## src/hw/rtl/thp_pkg.sv

```systemverilog
// Shared types, constants and register codes for the T/P/H compensation block.
// No dependencies; imported by thp_front, thp_back and the top level.
package thp_pkg;

    localparam int QUEUE_DEPTH = 4;
    localparam int QUEUE_AW    = $clog2(QUEUE_DEPTH);

    localparam int CFG_IDX_W  = 3;
    localparam int CFG_DATA_W = 64;

    localparam logic [CFG_IDX_W-1:0] REG_TEMP_CALIB   = 3'd0;
    localparam logic [CFG_IDX_W-1:0] REG_PRESS_LOW    = 3'd1;
    localparam logic [CFG_IDX_W-1:0] REG_PRESS_HIGH   = 3'd2;
    localparam logic [CFG_IDX_W-1:0] REG_PRESS_LAST   = 3'd3;
    localparam logic [CFG_IDX_W-1:0] REG_HUM_A        = 3'd4;
    localparam logic [CFG_IDX_W-1:0] REG_HUM_B        = 3'd5;
    localparam logic [CFG_IDX_W-1:0] REG_HUM_PRESENT  = 3'd6;

    localparam logic [15:0] HUM_DISABLED = 16'h8000;
    localparam logic [31:0] HUM_MAX      = 32'd419430400;

    typedef struct packed {
        logic [19:0] raw_t;
        logic [19:0] raw_p;
        logic [15:0] raw_h;
        logic        hum_en;
    } t_item;

    typedef struct packed {
        logic [15:0] t1;
        logic [15:0] t2;
        logic [15:0] t3;
        logic [15:0] p1;
        logic [15:0] p2;
        logic [15:0] p3;
        logic [15:0] p4;
        logic [15:0] p5;
        logic [15:0] p6;
        logic [15:0] p7;
        logic [15:0] p8;
        logic [15:0] p9;
        logic [7:0]  h1;
        logic [15:0] h2;
        logic [7:0]  h3;
        logic [15:0] h4;
        logic [15:0] h5;
        logic [7:0]  h6;
        logic        hum_present;
    } t_calib;

endpackage

```

## src/hw/rtl/thp_front.sv

```systemverilog
// Front end: takes input words, flags whether humidity is to be computed,
// and queues them for the datapath. Depends on thp_pkg.
module thp_front import thp_pkg::*; (
    input  logic        i_clk,
    input  logic        i_rst_n,
    input  logic        i_hum_present,
    input  logic        i_valid,
    output logic        o_ready,
    input  logic [55:0] i_data,
    output logic        o_valid,
    output t_item       o_item,
    input  logic        i_pop
);

    t_item                r_mem [QUEUE_DEPTH];
    logic [QUEUE_AW-1:0]  r_wp;
    logic [QUEUE_AW-1:0]  r_rp;
    logic [QUEUE_AW:0]    r_cnt;
    logic                 push;
    logic                 pop;
    t_item                n_item;

    assign o_ready = (r_cnt != QUEUE_AW'(0) + (QUEUE_AW+1)'(QUEUE_DEPTH));
    assign o_valid = (r_cnt != '0);
    assign push    = i_valid && o_ready;
    assign pop     = i_pop && o_valid;
    assign o_item  = r_mem[r_rp];

    always_comb begin
        n_item.raw_t  = i_data[19:0];
        n_item.raw_p  = i_data[39:20];
        n_item.raw_h  = i_data[55:40];
        n_item.hum_en = i_hum_present && (i_data[55:40] != HUM_DISABLED);
    end

    always_ff @(posedge i_clk) begin
        if (push) begin
            r_mem[r_wp] <= n_item;
        end
    end

    always_ff @(posedge i_clk) begin
        if (!i_rst_n) begin
            r_wp  <= '0;
            r_rp  <= '0;
            r_cnt <= '0;
        end else begin
            if (push) begin
                r_wp <= r_wp + 1'b1;
            end
            if (pop) begin
                r_rp <= r_rp + 1'b1;
            end
            if (push && !pop) begin
                r_cnt <= r_cnt + 1'b1;
            end else if (pop && !push) begin
                r_cnt <= r_cnt - 1'b1;
            end
        end
    end

endmodule

```

## config.mk

```make
export PLATFORM = sky130hd
export DESIGN_NAME = thp_front
export DESIGN_NICKNAME = d
export VERILOG_FILES = /design/src/hw/rtl/thp_pkg.sv /design/src/hw/rtl/thp_front.sv
export SDC_FILE = /design/constraint.sdc
export NUM_CORES = 1
export LEC_CHECK = 0
export BUFFER_PORTS_ARGS = -buffer_cell sky130_fd_sc_hd__buf_2
export CAP_MARGIN = 10
export CORE_AREA = 2 2 143 131
export CTS_BUF_LIST = sky130_fd_sc_hd__clkbuf_4 sky130_fd_sc_hd__clkbuf_8
export DETAILED_ROUTE_END_ITERATION = 12
export DIE_AREA = 0 0 145 133
export PLACE_DENSITY = 0.7
export SETUP_SLACK_MARGIN = 0.4
export SYNTH_ARGS = -nofsm -noshare
export SYNTH_HDL_FRONTEND = slang
export SYNTH_SLANG_ARGS = --single-unit
```

## constraint.sdc

```tcl
create_clock -name i_clk -period 3.42 [get_ports i_clk]
set_clock_uncertainty 0.2 [all_clocks]
set_input_delay 0.342 -clock i_clk [delete_from_list [all_inputs] [get_ports i_clk]]
set_output_delay 0.342 -clock i_clk [all_outputs]
set_load 0.02 [all_outputs]
```

**Yosys cells after proc, flatten, opt, wreduce, memory -nomap -nowiden**

Memory sizes are Yosys's and may differ from the RTL's. A register that Yosys moved wholly into a read port is not among the register bits.
Cells that the tools add are included.

- Register bits: 7
- Memories kept: 1
- RAM bits: 228

Memory list:

| name | words | bits a word | read ports | clocked after Yosys merged registers in | write ports | RTL line | text |
|---|---|---|---|---|---|---|---|
| r_mem | 4 | 57 | 1 | 1 | 1 | thp_front.sv:15 | `t_item r_mem [QUEUE_DEPTH];` |

- Add/subtract/negate cells: 4
- Muxes and demuxes: 6
- Equal/unequal tests: 2
- Reductions and logical operators: 9

Operators by type and width:

| kind | number |
|---|---|
| != test 16 bit (second input constant) | 1 |
| 2-to-1 mux 3 bit | 2 |
| logical AND 1 bit | 5 |
| adder 2 x 1 -> 2 bit (second input constant) | 2 |
| 2-to-1 mux 2 bit | 2 |
| adder 3 x 1 -> 3 bit (second input constant) | 1 |
| != test 3 bit (second input constant) | 1 |
| nonzero test 3 bit | 1 |
| subtractor 3 x 1 -> 3 bit (second input constant) | 1 |
| zero test 1 bit | 2 |
| 2-to-1 mux 1 bit | 2 |
| nonzero test 2 bit | 1 |

**Depth between registers and ports, before layout**

- Depth after elaboration: 6
- Mapped depth: 8

**Worst setup path after synthesis**

OpenSTA, ideal clock, no wires.

- Path kind: reg-to-reg
- Start point: reg r_cnt[0]
- End point: mem r_mem[0][0] (netlist bit) (enable)
- Path slack: 0.607 ns
- Stages on the path, launching flop included: 4
- Data arrival time: 2.192 ns
- Clock period less this slack: 2.813 ns
- Path through: dfxtp_1 nor2_1 a21boi_2 and2_1

- Cells in the longest elaborated chain, start to end: 4

Ends and longest elaborated chain:

| what | RTL line | text |
|---|---|---|
| start, declared | thp_front.sv:18 | `logic [QUEUE_AW:0] r_cnt;` |
| start signal, assigned | thp_front.sv:55 | `r_cnt <= r_cnt + 1'b1;` |
| start signal, assigned | thp_front.sv:57 | `r_cnt <= r_cnt - 1'b1;` |
| != test 3 bit | thp_front.sv:23 | `assign o_ready = (r_cnt != QUEUE_AW'(0) + (QUEUE_AW+1)'(QUEUE_DEPTH));` |
| logical AND 1 bit | thp_front.sv:25 | `assign push = i_valid && o_ready;` |
| via push | thp_front.sv:19 | `logic push;` |
| 2-to-1 mux 1 bit | thp_front.sv:37 | `if (push) begin` |
| 2-to-1 mux 1 bit (not written as such) | thp_front.sv:38 | `r_mem[r_wp] <= n_item;` |
| end, declared | thp_front.sv:15 |  |

The timed path passes the listed nets, and every way through them passes these cells.

==> results.yml <==
run_status:
  outcome: "finished, final reports clean"
logic_synthesis:
  synth.distinct_cells: 26
  postSynthCellCount: 351
  synth_seq_cells: 237
  ys_top_cells_by_area: "edfxtp_1 78%, mux4_2 15%, dfxtp_1 2.1%"
  synth_area_per_cell_um2: 24.9
  seq_area_frac_synth: 0.804
  synth_area_mm2: 0.00874
  synth_top_area_cell: "edfxtp_1"
  synth_top_area_frac: 0.784
  ys_warn_count: 0
  syn_nets: 418
clocking:
  htree_levels: 2
  clock_sinks: 237
  cts_tree: "yes"
  clock_latency_ns: 0.51
  clk_path_buf_depth: 3
  cts-root-buf: "clkbuf_8"
  path_clk_slew_ns: 0.05
  cts_buffers: 39
floorplan:
  die_w_um: 145
  pin_count: 120
  die_height_um: 133
  die-area_mm2: 0.0193
  initial_core_util: 0.487
  rows: 47
  core-area_mm2: 0.0179
sta:
  fin_crit_sh: 0.784
  rsz0062_at_grt: "false"
  period_needed_ns: 2.68
  tns_ns: 0
  finalHoldViolCount: 0
  slew_viol_final: 0
  setup_viol: 0
  max_freq_ghz: 0.373
  hold-worst-slack_ns: 0.0995
  relSlewSlack: 0.412
  tightest_slew_ns: 0.882
cells_and_area:
  final_common_cell: "edfxtp_1"
  antenna_cells: 0
  n_fill_cell: 1258
  nNetsFinal: 627
  areaGrowthSynthToFinish_pct: 25.9
  drive_above_1_share: 0.420
  layout_common_cells: "228 x edfxtp_1, 119 x buf_2, 58 x dlygate4sd3_1"
worst_hold_path:
  hp-class: "input port to flip-flop"
power_and_ir_drop:
  swShare: 0.278
  switchingPower_mw: 2.28
  p_leak_nw: 3.77
  seqPwrFrac: 0.448
  combPwrFrac: 0.246
  pwr-share-clk: 0.306
  internal-power_mw: 5.93
  ir_drop_mv: 0.415
  power.density_mw_per_mm2: 747
setup_path:
  worst-path-max-fanout: 31
  arrival_ns: 2.14
  start_kind: "flip-flop"
  path_class: "flip-flop to primary output"
  end_kind: "primary output"
  reg2reg_slack_ns: 0.86
  required_ns: 2.88
place:
  dp.final_hpwl_mm: 8.58
  place.gp.congestion: 0.717
  io_buffer_count: 119
grt:
  overflow: 0
  grt_max_degree: 58
  grt.total_usage: 0.164
  antenna_found_initial: 0
  grt_pass1_wl_mm: 24.1
  first_global_vias: 4603
routing:
  drc_errors: 0
  drt_iter0_drc: 149
  wire_per_inst_um: 18.6
  drtPass1Iterations: 4
  via_per_inst: 5.07
  vias: 4211
  wl_mm: 15.5
  final_antenna_net_count: 0
flow_run:
  drv_cap: 0
## cells by family (layout without fill, tap and decap cells)
logic type,after synthesis,count (layout),share of synthesized area
adder cells (fa/ha/maj),6,6,0.00945
flip-flops,237,237,0.804
multiplexers,60,60,0.150
buffers and inverters,17,252,0.0122
AO/OA/AOI/OAI,6,6,0.00616
XOR/XNOR,4,4,0.00401
AND/OR/NAND/NOR,21,21,0.0136
## area by class of cell
class,count,area (um^2),area share
repair buffers,181,1230,0.112
multi-input cells,97,1610,0.147
inverters,4,15.0,0.00136
flip-flops and latches,237,7030,0.639
well taps,245,307,0.0279
clock buffers,49,624,0.0567
clock inverters,18,181,0.0165
## stage by stage
| step | instances | cell area, um^2 | util | worst slack (ns) | power (mW) |
|---|---|---|---|---|---|
| floorplan | 351 | 8740 | - | 0.607 | 5.14 |
| global placement | 706 | 9620 | 0.536 | 1.06 | 5.71 |
| detailed placement | 706 | 9620 | 0.536 | 0.894 | 5.75 |
| CTS | 831 | 11000 | 0.614 | 0.650 | 8.33 |
| global route | 831 | 11000 | 0.614 | 0.585 | 8.59 |
| finish | 831 | 11000 | 0.614 | 0.738 | 8.22 |
## what timing repair did
item / CTS / global route
resized for setup: 0 / 0
setup buffers: 0 / 0
hold buffers: 58 / 0
hold endpoints to repair: 237 / 0
## worst max-delay path, cell delays in order, from the launching register on
cell and delay [ns]:
dfxtp_4 0.55, buf_12 0.30, mux4_2 0.57, buf_2 0.18
## metal layers
| metal | routed length (um) | global-route usage |
|---|---|---|
| met1 | 6690 | 0.211 |
| met2 | 7550 | 0.267 |
| met3 | 1000 | 0.0507 |
| met4 | 238 | 0.0644 |
| met5 | 0 | 0 |
## registers in the layout (all words and copies together), names as in the netlist, named ones only
register  flops
r_cnt         3
r_mem       228
r_wp          2
r_rp          2
## power groups by stage
| stage | Sequential [mW] | Combinational (mW) | Clock (mW) |
|---|---|---|---|
| CTS | 3.69 | 2.06 | 2.58 |
| global route | 3.72 | 2.16 | 2.70 |
| floorplan | 3.66 | 1.48 | 0 |
| detailed placement | 3.75 | 2.00 | 0 |
| finish | 3.68 | 2.02 | 2.52 |
| global placement | 3.73 | 1.98 | 0 |
## path summary, 6_finish.rpt
path / from / to / depth (start not counted)
min: i_pop / flip-flop / 4
max: flip-flop / o_item[7] / 3
min reg2reg: r_wp[1] / r_wp[1] / 2
max reg2reg: r_cnt[0] / r_cnt[2] / 8
## cell usage after synthesis (all sizes together)
| cell type | n |
|---|---|
| nor4 | 3 |
| xnor2 | 3 |
| o31ai | 1 |
| o311ai | 1 |
| dfxtp | 9 |
| o21ai | 1 |
| buf | 10 |
| edfxtp | 228 |
| nor4b | 1 |
| nor2b | 1 |
| and2 | 8 |
| mux2i | 3 |
| clkbuf | 3 |
| fa | 1 |
| nor2 | 1 |
| xor2 | 1 |
| or3 | 2 |
| a41oi | 1 |
| inv | 4 |
| a21boi | 2 |
| nand2 | 5 |
| ha | 5 |
| mux4 | 57 |
(Power assumes the default switching activity.)
